File: src/rtl/pcd_pkg.sv
// Shared types, constants and functions of the PNG chunk deframer.
package pcd_pkg;

    localparam int unsigned NUM_TYPES = 18;
    localparam logic [31:0] CRC_POLY  = 32'hEDB88320;
    localparam logic [31:0] CRC_PRESET = 32'hFFFFFFFF;

    // Public chunk types; the code of a type is its place in this list plus one.
    localparam logic [31:0] TYPE_NAMES [NUM_TYPES] = '{
        32'h49484452, 32'h504C5445, 32'h49444154, 32'h49454E44, 32'h74524E53,
        32'h67414D41, 32'h6348524D, 32'h73524742, 32'h69434350, 32'h74455874,
        32'h7A545874, 32'h69545874, 32'h624B4744, 32'h70485973, 32'h73424954,
        32'h73504C54, 32'h68495354, 32'h74494D45
    };

    typedef enum logic [1:0] {
        PH_LEN  = 2'd0,
        PH_TYPE = 2'd1,
        PH_DATA = 2'd2,
        PH_CRC  = 2'd3
    } t_phase;

    typedef enum logic [1:0] {
        KIND_DATA  = 2'd0,
        KIND_END   = 2'd1,
        KIND_TRUNC = 2'd2
    } t_kind;

    typedef struct packed {
        logic        valid;
        t_kind       kind;
        logic [7:0]  payload_byte;
        logic [4:0]  type_code;
        logic [31:0] chunk_length;
        logic [31:0] received_crc;
        logic        crc_ok;
    } t_result;

    // One byte of the reflected CRC-32, least significant bit first.
    function automatic logic [31:0] crc32_byte(input logic [31:0] c, input logic [7:0] b);
        logic [31:0] x;
        x = c ^ {24'd0, b};
        for (int i = 0; i < 8; i++) begin
            x = x[0] ? ((x >> 1) ^ CRC_POLY) : (x >> 1);
        end
        return x;
    endfunction

    function automatic logic [4:0] lookup_type(input logic [31:0] v);
        logic [4:0] code;
        code = '0;
        for (int i = 0; i < NUM_TYPES; i++) begin
            if (v == TYPE_NAMES[i]) begin
                code = 5'(i + 1);
            end
        end
        return code;
    endfunction

endpackage

File: src/rtl/pcd_if.sv
// Stream interfaces of the PNG chunk deframer: input bytes and results.
interface pcd_in_if;
    logic       valid;
    logic       ready;
    logic [7:0] in_byte;
    logic       end_of_stream;

    modport source(output valid, in_byte, end_of_stream, input ready);
    modport sink(input valid, in_byte, end_of_stream, output ready);
endinterface

interface pcd_out_if;
    logic        valid;
    logic        ready;
    logic [1:0]  kind;
    logic [7:0]  payload_byte;
    logic [4:0]  type_code;
    logic [31:0] chunk_length;
    logic [31:0] received_crc;
    logic        crc_ok;

    modport source(output valid, kind, payload_byte, type_code, chunk_length,
                   received_crc, crc_ok, input ready);
    modport sink(input valid, kind, payload_byte, type_code, chunk_length,
                 received_crc, crc_ok, output ready);
endinterface

File: src/rtl/pcd_parser.sv
// Chunk parser: phase state, field capture, running CRC and result formation.
module pcd_parser
    import pcd_pkg::*;
(
    input  logic        i_clk,
    input  logic        i_rst_n,
    input  logic        i_accept,
    input  logic [7:0]  i_byte,
    input  logic        i_eos,
    output t_result     o_result
);

    t_phase      r_phase, n_phase;
    logic [31:0] r_count, n_count;
    logic [31:0] r_len, n_len;
    logic [31:0] r_type_bytes, n_type_bytes;
    logic [4:0]  r_type, n_type;
    logic [31:0] r_crc, n_crc;
    logic [31:0] r_field, n_field;

    logic [31:0] count_inc;
    logic        chunk_done;
    t_result     res;

    always_comb begin
        n_phase      = r_phase;
        n_count      = r_count;
        n_len        = r_len;
        n_type_bytes = r_type_bytes;
        n_type       = r_type;
        n_crc        = r_crc;
        n_field      = r_field;
        count_inc    = r_count + 32'd1;
        chunk_done   = 1'b0;
        res          = '0;
        res.kind     = KIND_DATA;

        case (r_phase)
            PH_LEN: begin
                n_len   = {r_len[23:0], i_byte};
                n_count = count_inc;
                if (count_inc >= 32'd4) begin
                    n_phase = PH_TYPE;
                    n_count = '0;
                end
            end
            PH_TYPE: begin
                n_type_bytes = {r_type_bytes[23:0], i_byte};
                n_crc        = crc32_byte(r_crc, i_byte);
                n_count      = count_inc;
                if (count_inc >= 32'd4) begin
                    n_type  = lookup_type(n_type_bytes);
                    n_count = '0;
                    n_phase = (r_len == 32'd0) ? PH_CRC : PH_DATA;
                end
            end
            PH_DATA: begin
                n_crc   = crc32_byte(r_crc, i_byte);
                n_count = count_inc;
                if (!i_eos) begin
                    res.valid        = 1'b1;
                    res.kind         = KIND_DATA;
                    res.payload_byte = i_byte;
                    res.type_code    = r_type;
                    res.chunk_length = r_len;
                end
                if (count_inc >= r_len) begin
                    n_phase = PH_CRC;
                    n_count = '0;
                end
            end
            PH_CRC: begin
                n_field = {r_field[23:0], i_byte};
                n_count = count_inc;
                if (count_inc >= 32'd4) begin
                    // The final inversion of the CRC is folded into the compare.
                    chunk_done       = 1'b1;
                    res.valid        = 1'b1;
                    res.kind         = KIND_END;
                    res.type_code    = r_type;
                    res.chunk_length = r_len;
                    res.received_crc = n_field;
                    res.crc_ok       = ((r_crc ^ CRC_PRESET) == n_field);
                end
            end
            default: begin
                n_phase = PH_LEN;
            end
        endcase

        // End of stream anywhere but on the last CRC byte cuts the chunk short.
        if (i_eos && !chunk_done) begin
            res              = '0;
            res.valid        = 1'b1;
            res.kind         = KIND_TRUNC;
            res.type_code    = n_type;
            res.chunk_length = n_len;
            chunk_done       = 1'b1;
        end

        if (chunk_done) begin
            n_phase      = PH_LEN;
            n_count      = '0;
            n_len        = '0;
            n_type_bytes = '0;
            n_type       = '0;
            n_crc        = CRC_PRESET;
            n_field      = '0;
        end
    end

    always_ff @(posedge i_clk) begin
        if (!i_rst_n) begin
            r_phase      <= PH_LEN;
            r_count      <= '0;
            r_len        <= '0;
            r_type_bytes <= '0;
            r_type       <= '0;
            r_crc        <= CRC_PRESET;
            r_field      <= '0;
        end else if (i_accept) begin
            r_phase      <= n_phase;
            r_count      <= n_count;
            r_len        <= n_len;
            r_type_bytes <= n_type_bytes;
            r_type       <= n_type;
            r_crc        <= n_crc;
            r_field      <= n_field;
        end
    end

    always_comb begin
        o_result       = res;
        o_result.valid = res.valid & i_accept;
    end

endmodule

File: src/rtl/png_chunk_deframer_top.sv
// Top level of the PNG chunk deframer: input handshake, parser and result register.
// The block takes one byte of a PNG chunk stream (signature removed) per cycle and gives
// at most one result per byte: each data byte with its chunk type code, a chunk-end
// result after the last CRC byte carrying the length, the received CRC and a CRC match
// flag, or a truncation result when end_of_stream arrives inside a chunk. The phase logic
// and the one-byte CRC-32 update sit between the parser state registers, and the result
// register is written in the same cycle the byte is accepted. The input stays ready while
// the result register is empty or being drained, so bytes stream at full rate whenever the
// sink takes results; an accepted byte's result is on the output in the cycle after.
module png_chunk_deframer_top
    import pcd_pkg::*;
(
    input  logic          i_clk,
    input  logic          i_rst_n,
    pcd_in_if.sink        i_in,
    pcd_out_if.source     o_out
);

    t_result r_out, n_out;
    logic    r_out_valid, n_out_valid;
    logic    in_accept;
    t_result parse_res;

    assign i_in.ready = !r_out_valid || o_out.ready;
    assign in_accept  = i_in.valid && i_in.ready;

    pcd_parser u_parser (
        .i_clk    (i_clk),
        .i_rst_n  (i_rst_n),
        .i_accept (in_accept),
        .i_byte   (i_in.in_byte),
        .i_eos    (i_in.end_of_stream),
        .o_result (parse_res)
    );

    always_comb begin
        n_out       = r_out;
        n_out_valid = r_out_valid;
        if (r_out_valid && o_out.ready) begin
            n_out_valid = 1'b0;
        end
        if (parse_res.valid) begin
            n_out       = parse_res;
            n_out_valid = 1'b1;
        end
    end

    always_ff @(posedge i_clk) begin
        if (!i_rst_n) begin
            r_out_valid <= 1'b0;
        end else begin
            r_out_valid <= n_out_valid;
        end
    end

    always_ff @(posedge i_clk) begin
        r_out <= n_out;
    end

    assign o_out.valid        = r_out_valid;
    assign o_out.kind         = r_out.kind;
    assign o_out.payload_byte = r_out.payload_byte;
    assign o_out.type_code    = r_out.type_code;
    assign o_out.chunk_length = r_out.chunk_length;
    assign o_out.received_crc = r_out.received_crc;
    assign o_out.crc_ok       = r_out.crc_ok;

    // A new result must never land on a result that is still waiting.
    a_no_overwrite: assert property (@(posedge i_clk) disable iff (!i_rst_n)
        parse_res.valid |-> !(r_out_valid && !o_out.ready))
        else $error("result register overwritten while stalled");

    // Every result from the parser shows up on the output in the next cycle.
    a_result_visible: assert property (@(posedge i_clk) disable iff (!i_rst_n)
        parse_res.valid |=> r_out_valid)
        else $error("parser result lost");

    // Data results never carry trailer fields.
    a_data_clean: assert property (@(posedge i_clk) disable iff (!i_rst_n)
        (r_out_valid && r_out.kind == KIND_DATA) |->
            (r_out.received_crc == 32'd0 && !r_out.crc_ok))
        else $error("data result with CRC fields set");

endmodule
File: src/flat_wrapper.sv
// flat-port wrapper written by rule: the top's interface ports become plain ports
module png_chunk_deframer_top_flat import pcd_pkg::*;
  (i_clk, i_rst_n, i_in_valid, i_in_in_byte, i_in_end_of_stream, i_in_ready, o_out_valid, o_out_kind, o_out_payload_byte, o_out_type_code, o_out_chunk_length, o_out_received_crc, o_out_crc_ok, o_out_ready);
  pcd_in_if i_in_i ();
  pcd_out_if o_out_i ();
  input  logic i_clk;
  input  logic i_rst_n;
  input wire logic [$bits(i_in_i.valid)-1:0] i_in_valid;
  input wire logic [$bits(i_in_i.in_byte)-1:0] i_in_in_byte;
  input wire logic [$bits(i_in_i.end_of_stream)-1:0] i_in_end_of_stream;
  output wire logic [$bits(i_in_i.ready)-1:0] i_in_ready;
  output wire logic [$bits(o_out_i.valid)-1:0] o_out_valid;
  output wire logic [$bits(o_out_i.kind)-1:0] o_out_kind;
  output wire logic [$bits(o_out_i.payload_byte)-1:0] o_out_payload_byte;
  output wire logic [$bits(o_out_i.type_code)-1:0] o_out_type_code;
  output wire logic [$bits(o_out_i.chunk_length)-1:0] o_out_chunk_length;
  output wire logic [$bits(o_out_i.received_crc)-1:0] o_out_received_crc;
  output wire logic [$bits(o_out_i.crc_ok)-1:0] o_out_crc_ok;
  input wire logic [$bits(o_out_i.ready)-1:0] o_out_ready;
  assign i_in_i.valid = i_in_valid;
  assign i_in_i.in_byte = i_in_in_byte;
  assign i_in_i.end_of_stream = i_in_end_of_stream;
  assign i_in_ready = i_in_i.ready;
  assign o_out_valid = o_out_i.valid;
  assign o_out_kind = o_out_i.kind;
  assign o_out_payload_byte = o_out_i.payload_byte;
  assign o_out_type_code = o_out_i.type_code;
  assign o_out_chunk_length = o_out_i.chunk_length;
  assign o_out_received_crc = o_out_i.received_crc;
  assign o_out_crc_ok = o_out_i.crc_ok;
  assign o_out_i.ready = o_out_ready;
  png_chunk_deframer_top u_core (.i_clk(i_clk), .i_rst_n(i_rst_n), .i_in(i_in_i), .o_out(o_out_i));
endmodule
File: config.mk
export PLATFORM = sky130hd
export DESIGN_NAME = png_chunk_deframer_top_flat
export DESIGN_NICKNAME = d
export VERILOG_FILES = /design/src/rtl/pcd_pkg.sv /design/src/rtl/pcd_if.sv /design/src/rtl/pcd_parser.sv /design/src/rtl/png_chunk_deframer_top.sv /design/src/flat_wrapper.sv
export SDC_FILE = /design/constraint.sdc
export NUM_CORES = 1
export LEC_CHECK = 0
export ABC_AREA = 1
export ABC_CLOCK_PERIOD_IN_PS = 4200
export BUFFER_PORTS_ARGS = -buffer_cell sky130_fd_sc_hd__buf_2
export CORE_MARGIN = 4
export CORE_UTILIZATION = 45
export DETAILED_ROUTE_END_ITERATION = 6
export GPL_TIMING_DRIVEN = 0
export PLACE_DENSITY = 0.63
export SLEW_MARGIN = 20
export SYNTH_ARGS = -nofsm -noshare
export SYNTH_HDL_FRONTEND = slang
export SYNTH_HIERARCHICAL = 1
export SYNTH_SLANG_ARGS = --single-unit
File: constraint.sdc
create_clock -name i_clk -period 4.2 [get_ports i_clk]
set_clock_uncertainty 0.05 [all_clocks]
set_input_delay 0.84 -clock i_clk [delete_from_list [all_inputs] [get_ports i_clk]]
set_output_delay 0.84 -clock i_clk [all_outputs]
set_load 0.01 [all_outputs]
==> summary.txt <==
reg-to-reg endpoint - u_core/o_out.received_crc[29]$_DFFE_PP_
leak pwr - 6.199 nW
die height - 180.9 µm
pwr/cell area - 390.5 nW/µm²
PortBufs - 90
post-synthesis sequential area ratio - 0.4047
Total GRT Usage - 0.2511
Mapped Nets - 1934
status - finished clean
worst hold start - u_core/u_parser/r_field[20]$_SDFFE_PN0P_
CTS H-tree depth - 1
vias in the first global route - 12092
Initial Util - 0.4552
synthesized area - 13450 µm²
Synth Flop Type - dfxtp_1
fillers - 2956
first-pass GRT wire length - 66.65 mm
Die Wd - 180.9 µm
Post-CTS Repair Setup Buffers - 0
synth top area cells - dfxtp_1 (23%), edfxtp_1 (18%), nand2_1 (14%)
met1 Use GR - 0.3492
Max-slew headroom - 0.4354
detailed-route DRC error count - 0
# nets final - 2053
overall power - 5.977 mW
area leader, netlist - dfxtp_1
Clock Latency Late Sink - 540 ps
Initial DRC Count - 1167
hold worst-path end - u_core/u_parser/r_field[20]$_SDFFE_PN0P_
final setup vio count - 0
Layout Cells excl Fill - 2410
Worst Setup End Kind - register
Hold WS - 415.4 ps
met3 GRT Util - 0.03100
Mean Syn Cell Area - 7.153 µm²
die area - 32730 µm²
clock root cell - clkbuf_16
Tcrit/Tclk final - 0.9180
Post-synth EDFFs - 80
Arr. time, crit path - 4020 ps
Std-Cell Rows - 63
placed cell count - 2362
GR met2 Demand/Resource - 0.4056
Slew Limit Fails - 0
CORE AREA - 29560 µm²
fin area - 15310 µm²
io pins - 95
Most Crowded Layer GR - met2
dpl hpwl - 32.21 mm
Max VDD drop - 0.0002581 V
layout cells sized above 1 - 0.1010
Setup CP Type - reg -> reg
worst reg2reg path startpoint - u_core/u_parser/r_count[0]$_SDFFE_PN0P_
ANT nets after route - 0
Vias per Instance - 5.403
CTS Buffer Depth - 3
FF-to-FF setup slack - 340 ps
final core utilization - 0.5178
worst hold path cell count - 2
DR vias - 13021
Total Wirelength - 42.58 mm
drt wl/cell - 17.67 µm
Worst-Margin Slew - 844.0 ps
Worst-path clk slew - 60 ps
pre-CTS WS - 195.4 ps
routability cong. - 0.9614
depth of the worst register-to-register path - 17
library cells used by synthesis - 43
TritonCTS clock tree - built
Post-DP Area - 14420 µm²
Syn Inst Count - 1881
Tmin final - 3855 ps
Synth top area share - 0.2262
GR Overflow Total - 0
Critical Path RT - 4360 ps
count leader, synth - nand2_1
diode count - 0
final worst setup slack - 344.6 ps
Fin. Hold Viols - 0
Yosys Warn Count - 6
Final TNS setup - 0 ps
fmax - 259.4 MHz
Async SR Flop Fraction - 0
startpoint class of the critical path - register
worst hold-check path type - reg -> reg
clock sinks - 232
largest net degree at the start of global routing - 52
initial antenna violation count - 0
Post-synth top cells - nand2_1 (504), inv_1 (198), nand3_1 (191), nor2_1 (177), dfxtp_1 (152)
CP Max Fanout - 51
router iterations before antenna repair - 5
Synth-to-Final Area Change - 13.77%
MaxCap Viol Count - 0
cts bufs inserted - 26
Seq cells post-synth - 232
-- worst max-delay path, cell delays in order (launching register included) --
cell and delay, ps:
dfxtp_1 490, ha_1 290, inv_1 110, nor2_4 220, nand2_1 200, nor2_1 130, nand3_1 80, nand2_1 160
a21oi_1 60, nand2_1 80, nor2_2 70, nand3_4 130, nand2_4 80, nand2_2 130, clkbuf_1 390, o21ai_0 160
bufinv_8 360, buf_16 290
-- flip-flops by register name, indices dropped and copies added (netlist names) --
register,count
u_core/o_out.payload_byte,8
u_core/u_parser/r_count,32
u_core/u_parser/r_phase,2
u_core/u_parser/r_crc,32
u_core/o_out.crc_ok,1
u_core/u_parser/r_type_bytes,24
u_core/o_out.chunk_length,32
u_core/o_out.type_code,5
u_core/u_parser/r_field,24
u_core/u_parser/r_len,32
u_core/u_parser/r_type,5
u_core/o_out.valid,1
u_core/o_out.received_crc,32
u_core/o_out.kind,2
-- logic make-up after synthesis --
| group | Yosys count | synth area share |
|---|---|---|
| XOR/XNOR | 90 | 0.06138 |
| AND/OR/NAND/NOR | 979 | 0.3113 |
| AO/OA/AOI/OAI | 247 | 0.09644 |
| adder cells (fa/ha/maj) | 40 | 0.03720 |
| flip-flops | 232 | 0.4047 |
| buffers and inverters | 293 | 0.08900 |
-- layout by cell type, fill, tap and decap left out, types with 7 or more instances in the layout --
master     Yosys  final
nand3_1      191    191
xor2_1        56     56
ha_1          40     40
edfxtp_1      80     80
nor4_1        13     13
inv_1        198    197
nand2_1      504    504
or2_2          7      7
xnor2_1       29     29
buf_4         11     11
o211ai_1       8      8
nand4_1       40     40
dfxtp_1      152    152
inv_2          7      7
clkbuf_16      0     30
nor2_1       177    176
o21ai_0       83     83
buf_2         19    109
clkbuf_1      48     53
nor2_2         7      8
clkinv_1       3      7
a21oi_1      139    139
nor3_1        23     23
-- final cells by class --
class                   instances  area [µm²]  area share
plain buffers                  85       416.7     0.02722
clock buffers                  36       783.3     0.05117
clock inverters                12       87.58    0.005722
inverters                     208       794.5     0.05190
multi-input cells            1356        6814      0.4452
flip-flops and latches        232        5445      0.3557
well taps                     390       488.0     0.03188
repair buffers                 91       478.0     0.03122
-- worst max path at each step --
stage	end	from	slack, ps	depth (start not counted)
6_report	u_core/o_out.received_crc[29]$_DFFE_PP_	u_core/u_parser/r_count[0]$_SDFFE_PN0P_	340	17
5_1_grt	u_core/o_out.received_crc[27]$_DFFE_PP_	u_core/u_parser/r_count[0]$_SDFFE_PN0P_	-10	19
4_1_cts	u_core/o_out.chunk_length[0]$_DFFE_PP_	u_core/u_parser/r_count[0]$_SDFFE_PN0P_	180	16
3_5_place_dp	u_core/o_out.chunk_length[0]$_DFFE_PP_	u_core/u_parser/r_count[0]$_SDFFE_PN0P_	200	16
3_3_place_gp	u_core/o_out.valid$_SDFFE_PN0P_	u_core/u_parser/r_count[0]$_SDFFE_PN0P_	-1400	18
2_1_floorplan	u_core/o_out.chunk_length[0]$_DFFE_PP_	u_core/u_parser/r_count[0]$_SDFFE_PN0P_	50	18
-- routing by layer --
layer / vias to the layer above / part of all wire
li1: 6379 / -
met2: 476 / 0.45
met4: 0 / 0.037
met3: 86 / 0.061
met5: - / 0
met1: 6080 / 0.45
-- what timing repair did --
item,in CTS,in global routing
resized for setup,0,3
hold buffers,0,0
endpoints found under the setup margin,0,66
-- report_power, final --
group	leakage, nW	total (mW)	internal, mW	switching [mW]
Combinational	3.76	1.17	0.415	0.758
Sequential	2.01	2.51	2.43	0.0793
Clock	0.431	2.30	1.36	0.934
Total	6.20	5.98	4.21	1.77
(Power assumes the default switching activity.)
